### src/hdl/smhc_pkg.sv
package smhc_pkg;

	// widths of the item fields and of the internal state
	localparam int POS_W     = 20;
	localparam int PHASE_W   = 16;
	localparam int CNT_W     = 19;
	localparam int TQ4_W     = 14;
	localparam int LOWT_W    = 16;
	localparam int SPM_W     = 16;
	localparam int TRAVEL_W  = 10;
	localparam int BACKOFF_W = 8;
	localparam int PHIGH_W   = 8;
	localparam int CFG_IDX_W = 2;
	localparam int CFG_DATA_W = 16;

	// derived widths
	localparam int TGT_W     = TQ4_W + SPM_W - 12;
	localparam int LIMIT_W   = TRAVEL_W + SPM_W - 8;
	localparam int BOSTEP_W  = BACKOFF_W + SPM_W - 8;
	localparam int DELTA_W   = (POS_W > TGT_W ? POS_W : TGT_W) + 2;
	localparam int CMP_W     = (POS_W > LIMIT_W ? POS_W : LIMIT_W);

	localparam logic [CNT_W-1:0] STEPS_MAX = '1;

	// register reset values
	localparam logic [SPM_W-1:0]     SPM_RST     = 16'd25600;
	localparam logic [TRAVEL_W-1:0]  TRAVEL_RST  = 10'd100;
	localparam logic [BACKOFF_W-1:0] BACKOFF_RST = 8'd30;
	localparam logic [PHIGH_W-1:0]   PHIGH_RST   = 8'd10;

	typedef enum logic [CFG_IDX_W-1:0] {
		CFG_STEPS_PER_MM = 2'd0,
		CFG_MAX_TRAVEL   = 2'd1,
		CFG_BACKOFF      = 2'd2,
		CFG_PULSE_HIGH   = 2'd3
	} cfg_idx_t;

	typedef enum logic [1:0] {
		REQ_TICK = 2'd0,
		REQ_REL  = 2'd1,
		REQ_ABS  = 2'd2,
		REQ_HOME = 2'd3
	} req_t;

	typedef enum logic [2:0] {
		MODE_IDLE = 3'b001,
		MODE_MOVE = 3'b010,
		MODE_HOME = 3'b100
	} mode_t;

	typedef struct packed {
		logic [SPM_W-1:0]    spm;
		logic [TRAVEL_W-1:0] travel;
		logic [PHIGH_W-1:0]  pulse_high;
		logic [LIMIT_W-1:0]  limit;
		logic [BOSTEP_W-1:0] backoff_steps;
	} cfg_t;

	// item after the input stage: target already scaled to steps
	typedef struct packed {
		req_t               req;
		logic [CNT_W-1:0]   cnt;
		logic               fwd;
		logic [TGT_W-1:0]   tgt;
		logic [PHASE_W-1:0] low;
		logic               endstop;
		logic               abort_req;
	} item_t;

	typedef struct packed {
		logic             step;
		logic             dir;
		logic [POS_W-1:0] pos;
		logic             busy;
		logic             homing_ok;
		logic             finished;
		logic             rejected;
	} result_t;

endpackage

### src/hdl/smhc_cfg.sv
module smhc_cfg (
	input  logic                             clk,
	input  logic                             arst_n,
	input  logic                             cfg_valid,
	input  logic [smhc_pkg::CFG_IDX_W-1:0]   cfg_index,
	input  logic [smhc_pkg::CFG_DATA_W-1:0]  cfg_data,
	output smhc_pkg::cfg_t                   cfg
);

	logic [smhc_pkg::SPM_W-1:0]     spm_q;
	logic [smhc_pkg::TRAVEL_W-1:0]  travel_q;
	logic [smhc_pkg::BACKOFF_W-1:0] backoff_q;
	logic [smhc_pkg::PHIGH_W-1:0]   phigh_q;
	logic [smhc_pkg::LIMIT_W-1:0]   limit_q;
	logic [smhc_pkg::BOSTEP_W-1:0]  bosteps_q;
	logic [smhc_pkg::TRAVEL_W+smhc_pkg::SPM_W-1:0]  limit_prod;
	logic [smhc_pkg::BACKOFF_W+smhc_pkg::SPM_W-1:0] bo_prod;

	always_ff @(posedge clk or negedge arst_n) begin
		if (!arst_n) begin
			spm_q     <= smhc_pkg::SPM_RST;
			travel_q  <= smhc_pkg::TRAVEL_RST;
			backoff_q <= smhc_pkg::BACKOFF_RST;
			phigh_q   <= smhc_pkg::PHIGH_RST;
		end else if (cfg_valid) begin
			unique case (smhc_pkg::cfg_idx_t'(cfg_index))
				smhc_pkg::CFG_STEPS_PER_MM: spm_q <= smhc_pkg::SPM_W'(cfg_data);
				smhc_pkg::CFG_MAX_TRAVEL:   travel_q <= smhc_pkg::TRAVEL_W'(cfg_data);
				smhc_pkg::CFG_BACKOFF:      backoff_q <= smhc_pkg::BACKOFF_W'(cfg_data);
				smhc_pkg::CFG_PULSE_HIGH:   phigh_q <= smhc_pkg::PHIGH_W'(cfg_data);
				default: ;
			endcase
		end
	end

	// travel limit and backoff in steps, registered in the cycle after the writes
	assign limit_prod = (smhc_pkg::TRAVEL_W+smhc_pkg::SPM_W)'(travel_q) *
		(smhc_pkg::TRAVEL_W+smhc_pkg::SPM_W)'(spm_q);
	assign bo_prod = (smhc_pkg::BACKOFF_W+smhc_pkg::SPM_W)'(backoff_q) *
		(smhc_pkg::BACKOFF_W+smhc_pkg::SPM_W)'(spm_q);

	always_ff @(posedge clk or negedge arst_n) begin
		if (!arst_n) begin
			limit_q   <= '0;
			bosteps_q <= '0;
		end else begin
			limit_q   <= limit_prod[smhc_pkg::TRAVEL_W+smhc_pkg::SPM_W-1:8];
			bosteps_q <= bo_prod[smhc_pkg::BACKOFF_W+smhc_pkg::SPM_W-1:8];
		end
	end

	assign cfg.spm           = spm_q;
	assign cfg.travel        = travel_q;
	assign cfg.pulse_high    = phigh_q;
	assign cfg.limit         = limit_q;
	assign cfg.backoff_steps = bosteps_q;

endmodule

### src/hdl/smhc_in_stage.sv
module smhc_in_stage (
	input  logic                           clk,
	input  logic                           arst_n,
	input  smhc_pkg::cfg_t                 cfg,
	input  logic                           in_valid,
	output logic                           in_stall,
	input  logic [1:0]                     req_type,
	input  logic [smhc_pkg::CNT_W-1:0]     step_count,
	input  logic                           move_forward,
	input  logic [smhc_pkg::TQ4_W-1:0]     target_mm_q4,
	input  logic [smhc_pkg::LOWT_W-1:0]    low_ticks,
	input  logic                           endstop_pressed,
	input  logic                           monitor_abort,
	input  logic                           core_ready,
	output logic                           valid_s1,
	output smhc_pkg::item_t                item_s1
);

	localparam int PROD_W = smhc_pkg::TQ4_W + smhc_pkg::SPM_W;

	logic [smhc_pkg::TQ4_W-1:0] lim_q4;
	logic [smhc_pkg::TQ4_W-1:0] tq4_clamped;
	logic [PROD_W-1:0]          prod;
	logic [PROD_W-1:0]          prod_rnd;
	logic                       load;

	// clamp to 16 * travel, scale by Q8.8 steps/mm, round half up
	assign lim_q4      = smhc_pkg::TQ4_W'({cfg.travel, 4'b0000});
	assign tq4_clamped = (target_mm_q4 > lim_q4) ? lim_q4 : target_mm_q4;
	assign prod        = PROD_W'(tq4_clamped) * PROD_W'(cfg.spm);
	assign prod_rnd    = prod + PROD_W'(2048);

	assign load     = !valid_s1 || core_ready;
	assign in_stall = !load;

	always_ff @(posedge clk or negedge arst_n) begin
		if (!arst_n) begin
			valid_s1 <= 1'b0;
		end else if (load) begin
			valid_s1 <= in_valid;
		end
	end

	always_ff @(posedge clk) begin
		if (load && in_valid) begin
			item_s1.req       <= smhc_pkg::req_t'(req_type);
			item_s1.cnt       <= step_count;
			item_s1.fwd       <= move_forward;
			item_s1.tgt       <= prod_rnd[PROD_W-1:12];
			item_s1.low       <= smhc_pkg::PHASE_W'(low_ticks);
			item_s1.endstop   <= endstop_pressed;
			item_s1.abort_req <= monitor_abort;
		end
	end

endmodule

### src/hdl/smhc_core.sv
module smhc_core (
	input  logic              clk,
	input  logic              arst_n,
	input  smhc_pkg::cfg_t    cfg,
	input  logic              valid_s1,
	input  smhc_pkg::item_t   item_s1,
	output logic              core_ready,
	output logic              out_valid,
	input  logic              out_stall,
	output smhc_pkg::result_t res_q
);

	localparam int POS_W   = smhc_pkg::POS_W;
	localparam int PHASE_W = smhc_pkg::PHASE_W;
	localparam int CNT_W   = smhc_pkg::CNT_W;
	localparam int DELTA_W = smhc_pkg::DELTA_W;
	localparam int CMP_W   = smhc_pkg::CMP_W;

	smhc_pkg::mode_t    mode_q, mode_n;
	logic [POS_W-1:0]   pos_q, pos_n;
	logic [CNT_W-1:0]   left_q, left_n;
	logic               fwd_q, fwd_n;
	logic               high_q, high_n;
	logic [PHASE_W-1:0] pc_q, pc_n;
	logic [PHASE_W-1:0] low_q, low_n;
	logic               hok_q, hok_n;
	logic               out_valid_q;

	logic               step, fin, rej;
	logic               take;
	logic [POS_W-1:0]   abs_pos;
	logic               over_limit;
	logic               bp_high;
	logic [PHASE_W-1:0] bp_pc;
	logic [PHASE_W-1:0] pc_dec;
	logic signed [DELTA_W-1:0] delta;
	logic [DELTA_W-1:0] mag;
	logic [CNT_W-1:0]   abs_steps;
	smhc_pkg::result_t  res;

	assign take       = valid_s1 && (!out_valid_q || !out_stall);
	assign core_ready = !out_valid_q || !out_stall;

	// travel check on |position|
	assign abs_pos    = pos_q[POS_W-1] ? (POS_W'(0) - pos_q) : pos_q;
	assign over_limit = CMP_W'(abs_pos) > CMP_W'(cfg.limit);

	// step start: high phase if more than one high tick, else straight to low
	assign bp_high = cfg.pulse_high > 8'd1;
	assign bp_pc   = bp_high ? PHASE_W'(cfg.pulse_high - 8'd1) : low_q;
	assign pc_dec  = pc_q - PHASE_W'(1);

	// absolute move distance
	assign delta = $signed(DELTA_W'(item_s1.tgt)) - DELTA_W'($signed(pos_q));
	assign mag   = delta[DELTA_W-1] ? DELTA_W'(-delta) : DELTA_W'(delta);
	assign abs_steps = (mag > DELTA_W'(smhc_pkg::STEPS_MAX)) ? smhc_pkg::STEPS_MAX :
		CNT_W'(mag);

	always_comb begin
		mode_n = mode_q;
		pos_n  = pos_q;
		left_n = left_q;
		fwd_n  = fwd_q;
		high_n = high_q;
		pc_n   = pc_q;
		low_n  = low_q;
		hok_n  = hok_q;
		step   = 1'b0;
		fin    = 1'b0;
		rej    = 1'b0;
		if (item_s1.req != smhc_pkg::REQ_TICK) begin
			if (mode_q != smhc_pkg::MODE_IDLE) begin
				rej = 1'b1;
			end else begin
				low_n  = item_s1.low;
				high_n = 1'b0;
				pc_n   = '0;
				unique case (item_s1.req)
					smhc_pkg::REQ_REL: begin
						mode_n = smhc_pkg::MODE_MOVE;
						fwd_n  = item_s1.fwd;
						left_n = item_s1.cnt;
					end
					smhc_pkg::REQ_ABS: begin
						mode_n = smhc_pkg::MODE_MOVE;
						fwd_n  = !delta[DELTA_W-1] && (delta != '0);
						left_n = abs_steps;
					end
					smhc_pkg::REQ_HOME: begin
						mode_n = smhc_pkg::MODE_HOME;
						fwd_n  = 1'b0;
						left_n = item_s1.cnt;
					end
					default: ;
				endcase
			end
		end else if (mode_q != smhc_pkg::MODE_IDLE) begin
			if (high_q) begin
				step = 1'b1;
				if (pc_dec == '0) begin
					high_n = 1'b0;
					pc_n   = low_q;
				end else begin
					pc_n = pc_dec;
				end
			end else if (pc_q != '0) begin
				pc_n = pc_dec;
			end else begin
				unique case (mode_q)
					smhc_pkg::MODE_MOVE: begin
						if (left_q == '0 || over_limit || (!fwd_q && item_s1.endstop)) begin
							mode_n = smhc_pkg::MODE_IDLE;
							fin    = 1'b1;
						end else begin
							left_n = left_q - CNT_W'(1);
							pos_n  = fwd_q ? pos_q + POS_W'(1) : pos_q - POS_W'(1);
							step   = 1'b1;
							high_n = bp_high;
							pc_n   = bp_pc;
						end
					end
					smhc_pkg::MODE_HOME: begin
						if (left_q == '0) begin
							hok_n  = 1'b0;
							mode_n = smhc_pkg::MODE_IDLE;
							fin    = 1'b1;
						end else if (item_s1.endstop) begin
							// found: zero here, then back off forward from zero
							hok_n = 1'b1;
							fwd_n = 1'b1;
							pos_n = '0;
							if (cfg.backoff_steps == '0) begin
								mode_n = smhc_pkg::MODE_IDLE;
								left_n = '0;
								fin    = 1'b1;
							end else begin
								mode_n = smhc_pkg::MODE_MOVE;
								left_n = CNT_W'(cfg.backoff_steps) - CNT_W'(1);
								pos_n  = POS_W'(1);
								step   = 1'b1;
								high_n = bp_high;
								pc_n   = bp_pc;
							end
						end else if (item_s1.abort_req) begin
							hok_n  = 1'b0;
							mode_n = smhc_pkg::MODE_IDLE;
							fin    = 1'b1;
						end else begin
							left_n = left_q - CNT_W'(1);
							step   = 1'b1;
							high_n = bp_high;
							pc_n   = bp_pc;
						end
					end
					default: ;
				endcase
			end
		end
	end

	always_comb begin
		res.step      = step;
		res.dir       = fwd_n;
		res.pos       = pos_n;
		res.busy      = mode_n != smhc_pkg::MODE_IDLE;
		res.homing_ok = hok_n;
		res.finished  = fin;
		res.rejected  = rej;
	end

	always_ff @(posedge clk or negedge arst_n) begin
		if (!arst_n) begin
			mode_q <= smhc_pkg::MODE_IDLE;
			pos_q  <= '0;
			left_q <= '0;
			fwd_q  <= 1'b0;
			high_q <= 1'b0;
			pc_q   <= '0;
			low_q  <= '0;
			hok_q  <= 1'b0;
		end else if (take) begin
			mode_q <= mode_n;
			pos_q  <= pos_n;
			left_q <= left_n;
			fwd_q  <= fwd_n;
			high_q <= high_n;
			pc_q   <= pc_n;
			low_q  <= low_n;
			hok_q  <= hok_n;
		end
	end

	always_ff @(posedge clk or negedge arst_n) begin
		if (!arst_n) begin
			out_valid_q <= 1'b0;
		end else if (take) begin
			out_valid_q <= 1'b1;
		end else if (!out_stall) begin
			out_valid_q <= 1'b0;
		end
	end

	always_ff @(posedge clk) begin
		if (take) begin
			res_q <= res;
		end
	end

	assign out_valid = out_valid_q;

endmodule

### src/hdl/stepper_move_and_home_controller.sv
// Step/direction pulse generator with relative moves, absolute moves and
// homing. Every input item gives exactly one result item. The block takes one
// item per clock when the result side does not stall. An item passes through
// the input register and then the result register before it reaches the
// result outputs. The position/phase state update is combinational next-state
// logic around a single set of state registers in
// the core, which sets the one-item-per-clock figure; the absolute target
// (clamp, Q8.8 scale, round) is worked out ahead of the input register. Each
// tick item (req_type 0) is one unit of pulse timing: step_out is high on the
// decision tick that starts a step and on the next pulse_high_ticks-1 ticks,
// then low for low_ticks ticks (low_ticks is latched by the command). Commands
// that arrive while a move or homing is running come back with cmd_rejected
// set and change nothing. Configuration writes are always taken (cfg_ready is
// tied high) and must be done while the block is idle; the travel limit and
// backoff distance in steps are registered from the config registers in the
// cycle after a write.
module stepper_move_and_home_controller (
	input  logic                                clk,
	input  logic                                arst_n,

	// configuration write channel
	input  logic                                cfg_valid,
	output logic                                cfg_ready,
	input  logic [smhc_pkg::CFG_IDX_W-1:0]      cfg_index,
	input  logic [smhc_pkg::CFG_DATA_W-1:0]     cfg_data,

	// request channel
	input  logic                                in_valid,
	output logic                                in_stall,
	input  logic [1:0]                          req_type,
	input  logic [smhc_pkg::CNT_W-1:0]          step_count,
	input  logic                                move_forward,
	input  logic [smhc_pkg::TQ4_W-1:0]          target_mm_q4,
	input  logic [smhc_pkg::LOWT_W-1:0]         low_ticks,
	input  logic                                endstop_pressed,
	input  logic                                monitor_abort,

	// result channel
	output logic                                out_valid,
	input  logic                                out_stall,
	output logic                                step_out,
	output logic                                dir_out,
	output logic signed [smhc_pkg::POS_W-1:0]   position_steps,
	output logic                                busy_res,
	output logic                                homing_ok,
	output logic                                finished,
	output logic                                cmd_rejected
);

	smhc_pkg::cfg_t    cfg;
	smhc_pkg::item_t   item_s1;
	smhc_pkg::result_t res_q;
	logic              valid_s1;
	logic              core_ready;

	assign cfg_ready = 1'b1;

	// config registers plus derived step counts
	smhc_cfg u_cfg (
		.clk       (clk),
		.arst_n    (arst_n),
		.cfg_valid (cfg_valid),
		.cfg_index (cfg_index),
		.cfg_data  (cfg_data),
		.cfg       (cfg)
	);

	// input register; absolute target is scaled to steps on the way in
	smhc_in_stage u_in (
		.clk             (clk),
		.arst_n          (arst_n),
		.cfg             (cfg),
		.in_valid        (in_valid),
		.in_stall        (in_stall),
		.req_type        (req_type),
		.step_count      (step_count),
		.move_forward    (move_forward),
		.target_mm_q4    (target_mm_q4),
		.low_ticks       (low_ticks),
		.endstop_pressed (endstop_pressed),
		.monitor_abort   (monitor_abort),
		.core_ready      (core_ready),
		.valid_s1        (valid_s1),
		.item_s1         (item_s1)
	);

	// mode / position / pulse timing state and the result register
	smhc_core u_core (
		.clk        (clk),
		.arst_n     (arst_n),
		.cfg        (cfg),
		.valid_s1   (valid_s1),
		.item_s1    (item_s1),
		.core_ready (core_ready),
		.out_valid  (out_valid),
		.out_stall  (out_stall),
		.res_q      (res_q)
	);

	assign step_out       = res_q.step;
	assign dir_out        = res_q.dir;
	assign position_steps = $signed(res_q.pos);
	assign busy_res       = res_q.busy;
	assign homing_ok      = res_q.homing_ok;
	assign finished       = res_q.finished;
	assign cmd_rejected   = res_q.rejected;

`ifndef SYNTHESIS
	// an ending item never also reports a rejected command
	a_fin_not_rej: assert property (@(posedge clk) disable iff (!arst_n)
		out_valid |-> !(finished && cmd_rejected))
		else $error("finished and cmd_rejected on the same result");

	// a step pulse only happens while an operation is still running
	a_step_busy: assert property (@(posedge clk) disable iff (!arst_n)
		(out_valid && step_out) |-> busy_res)
		else $error("step_out high with busy_res low");

	// an operation that ends leaves the block idle
	a_fin_idle: assert property (@(posedge clk) disable iff (!arst_n)
		(out_valid && finished) |-> !busy_res)
		else $error("finished with busy_res still high");

	// a rejected command result never carries a step
	a_cmd_no_step: assert property (@(posedge clk) disable iff (!arst_n)
		(out_valid && cmd_rejected) |-> !step_out)
		else $error("rejected command produced a step");
`endif

endmodule

### config.mk
export PLATFORM = sky130hd
export DESIGN_NAME = stepper_move_and_home_controller
export DESIGN_NICKNAME = d
export VERILOG_FILES = /design/src/hdl/smhc_pkg.sv /design/src/hdl/smhc_cfg.sv /design/src/hdl/smhc_in_stage.sv /design/src/hdl/smhc_core.sv /design/src/hdl/stepper_move_and_home_controller.sv
export SDC_FILE = /design/constraint.sdc
export NUM_CORES = 2
export LEC_CHECK = 0
export BUFFER_PORTS_ARGS = -buffer_cell sky130_fd_sc_hd__buf_2
export CORE_UTILIZATION = 40
export CTS_CLUSTER_SIZE = 20
export DETAILED_ROUTE_END_ITERATION = 10
export GPL_ROUTABILITY_DRIVEN = 0
export PLACE_DENSITY_LB_ADDON = 0.2
export SLEW_MARGIN = 20
export SYNTH_ARGS = -nofsm -noshare
export SYNTH_HDL_FRONTEND = slang
export SYNTH_HIERARCHICAL = 1
export SYNTH_SLANG_ARGS = --single-unit
### constraint.sdc
create_clock -name clk -period 16.6 [get_ports clk]
set_input_delay 3.32 -clock clk [delete_from_list [all_inputs] [get_ports clk]]
set_output_delay 3.32 -clock clk [all_outputs]
set_load 0.05 [all_outputs]
==> out/qor.yml <==
outcome:
  status: "finished clean"
synthesis:
  synth_top_family_by_area: "adder cells"
  syn-cell-area_mm2: 0.0315
  ys.warnings.count: 6
  ys_ff_latch: 239
  synthXorXnorAreaFrac_pct: 3.78
  synth_cell_types: 117
  synthMuxAreaShare_pct: 2.60
  synthCells: 3436
  synth.avg_cell_area_um2: 9.18
  synthAdderAreaFrac_pct: 34.0
  syn_nets: 4153
  synth-compound-area-share_pct: 12.6
  synth_edf_count: 84
  yosys.area_share.simple_pct: 18.5
  synth-main-ff-cell: "dfrtp_1"
  seq_area_frac_synth_pct: 20.4
  async_reset_ff_share_pct: 64.9
clock_network:
  cts_buffers: 29
  cts_root_buffer: "clkbuf_16"
  clock_path_buffers: 3
  htree_levels: 1
  cts_tree: "done"
  cts_hold_buf: 0
  cts_resized: 0
  cts_sinks: 239
  clkTransAtPathRegs_ps: 60
  clock_latency_ps: 600
  postCtsSetupBuffers: 0
sta:
  period_minus_slack_ps: 10830
  skew_ps: 29.3
  setup_viol: 0
  slew_viol_final: 0
  finalSetupTns_ps: 0
  hold_viol: 0
  rsz0062_at_grt: "no"
  worstMarginPinSlew_ps: 1100
  slew_headroom_pct: 25.4
  post-route-period-util_pct: 65.3
  holdWs_ps: 479
  fmax_mhz: 92.3
drt:
  wirelength_um: 84800
  initialDrtViolationCount: 1417
  avgRoutedWirePerCell_um: 18.8
  routed-via-count: 24200
  vias_per_cell: 5.34
  route.detailed.drc: 0
  dr.pass1.iters: 5
  antenna_left: 0
run:
  drv_cap: 0
global_route:
  grt_overflow: 0
  grt_start_max_net_pins: 64
  grtUsageTotal_pct: 21.6
  grt_pass1_vias: 24300
  grt_pass1_wl_um: 137000
  antenna_found_initial: 1
worst_setup_path:
  ff2ff_path_depth: 29
  endpoint_kind: "register"
  cp_common_cell: "fa_1"
  crit_arrival_ps: 11160
  r2r-end: "u_in/item_s1[33]"
  critPathRequiredTime_ps: 16930
  timing.rr.start: "u_cfg/travel_q[8]"
  crit_path_top_delay_cell: "fa_1"
  cp_max_fo: 63
  path_class: "input port to register"
  r2r_setup_slack_ps: 7640
  startpoint_type: "input port"
  crit_path_max_incr_delay_ps: 510
final_layout:
  finish.utilization_pct: 43.8
  diodes: 0
  fillers: 7611
  syn_to_final_growth_pct: 7.88
  final_cell_mix: "506 x inv_1, 411 x nand2_1, 360 x fa_1"
  mostFrequentLayoutCell: "inv_1"
  layout-drive-gt1-share_pct: 10.1
  final_nets: 4175
floorplanning:
  core_mm2: 0.0777
  dieArea_mm2: 0.0800
  die_h_um: 283
  rows: 102
  die_w_um: 283
  num_io_pins: 106
  floorplan.initialDensity_pct: 40.6
place:
  port_buffers: 104
  dp.final_hpwl_um: 65200
worst_hold_path:
  min_path_type: "register to register"
  min_from: "u_in/item_s1[3]"
  min_path_cells: 1
  holdPathEnd: "u_core/low_q[1]"
## logic make-up (layout without fill, tap and decap cells)
group / after synthesis / count (layout)
simple gates: 1128 / 1128
compound gates: 560 / 560
fa+ha+maj: 640 / 640
xor+xnor: 136 / 136
mux: 73 / 73
buf+inv: 659 / 704
flops: 239 / 239
other cells: 1 / 1
## critical path: cells and delay by family
| family | cells | cell delay, ps |
|---|---|---|
| buffers and inverters | 7 | 1070 |
| xor gates and xnor gates | 1 | 150 |
| adders and majority gates | 8 | 3570 |
| AOI/OAI and AO/OA | 8 | 1850 |
| and+or+nand+nor | 4 | 940 |
| muxes | 1 | 260 |
## stage by stage
step	cell area [µm²]	setup WS [ps]	cells
floorplan	31500	6290	3436
global placement	33000	5270	4467
detailed placement	33000	5200	4467
CTS	34000	5820	4521
global route	34000	5350	4521
finish	34000	5770	4521
## area by class of cell
class                           instances  area [µm²]  area share, %
Multi-Input combinational cell       2538       22500           66.3
Sequential cell                       239        6420           18.9
Inverter                              507        1900           5.59
Tap cell                             1040        1300           3.83
Timing Repair Buffer                  143         820           2.41
Clock buffer                           34         785           2.31
Clock inverter                         20         244          0.717
## metal layers
metal	GRT usage, %	part of all wire, %
met3	2.41	4.7
met1	30.9	48
met5	0	0
met2	35.5	46
met4	3.96	1.8
## Yosys cell counts (33+ instances only)
cell | n | share of area (%)
a21o_1 | 40 | 0.95
edfxtp_1 | 84 | 8.0
fa_1 | 360 | 23
dfrtp_1 | 142 | 11
nand2b_1 | 34 | 0.67
ha_1 | 280 | 11
a21oi_1 | 112 | 1.8
inv_1 | 506 | 6.0
nor3_1 | 61 | 0.97
nor2b_1 | 33 | 0.65
and3_1 | 77 | 1.5
nand3_1 | 49 | 0.78
nand2_1 | 411 | 4.9
mux2_2 | 60 | 2.1
o21ai_0 | 96 | 1.5
xor2_1 | 44 | 1.2
nor2_1 | 103 | 1.2
xnor2_1 | 92 | 2.6
and2_1 | 219 | 4.3
clkbuf_1 | 106 | 1.3
## sequential cells by signal, indices dropped and copies added (netlist names), 10 cells and up
name / cells
u_cfg/travel_q: 10
u_in/item_s1: 58
u_core/left_q: 19
u_core/pos_q: 20
u_core/pc_q: 16
u_cfg/limit_q: 18
u_cfg/spm_q: 16
u_cfg/bosteps_q: 16
u_core/low_q: 16
u_core/res_q: 26
## how the worst max path moves through the flow
| stage | startpoint | end | slack (ps) |
|---|---|---|---|
| after floorplan | target_mm_q4[7] | u_in/item_s1[33] | 6290 |
| after global placement | target_mm_q4[7] | u_in/item_s1[33] | 5270 |
| after detailed placement | target_mm_q4[7] | u_in/item_s1[33] | 5200 |
| after CTS | target_mm_q4[7] | u_in/item_s1[33] | 5820 |
| after global routing | target_mm_q4[11] | u_in/item_s1[34] | 5350 |
| final | target_mm_q4[7] | u_in/item_s1[33] | 5770 |
Power is left out: the tool's default activity adds up to more than one toggle a clock period on the data nets, which glitch-free logic cannot reach.
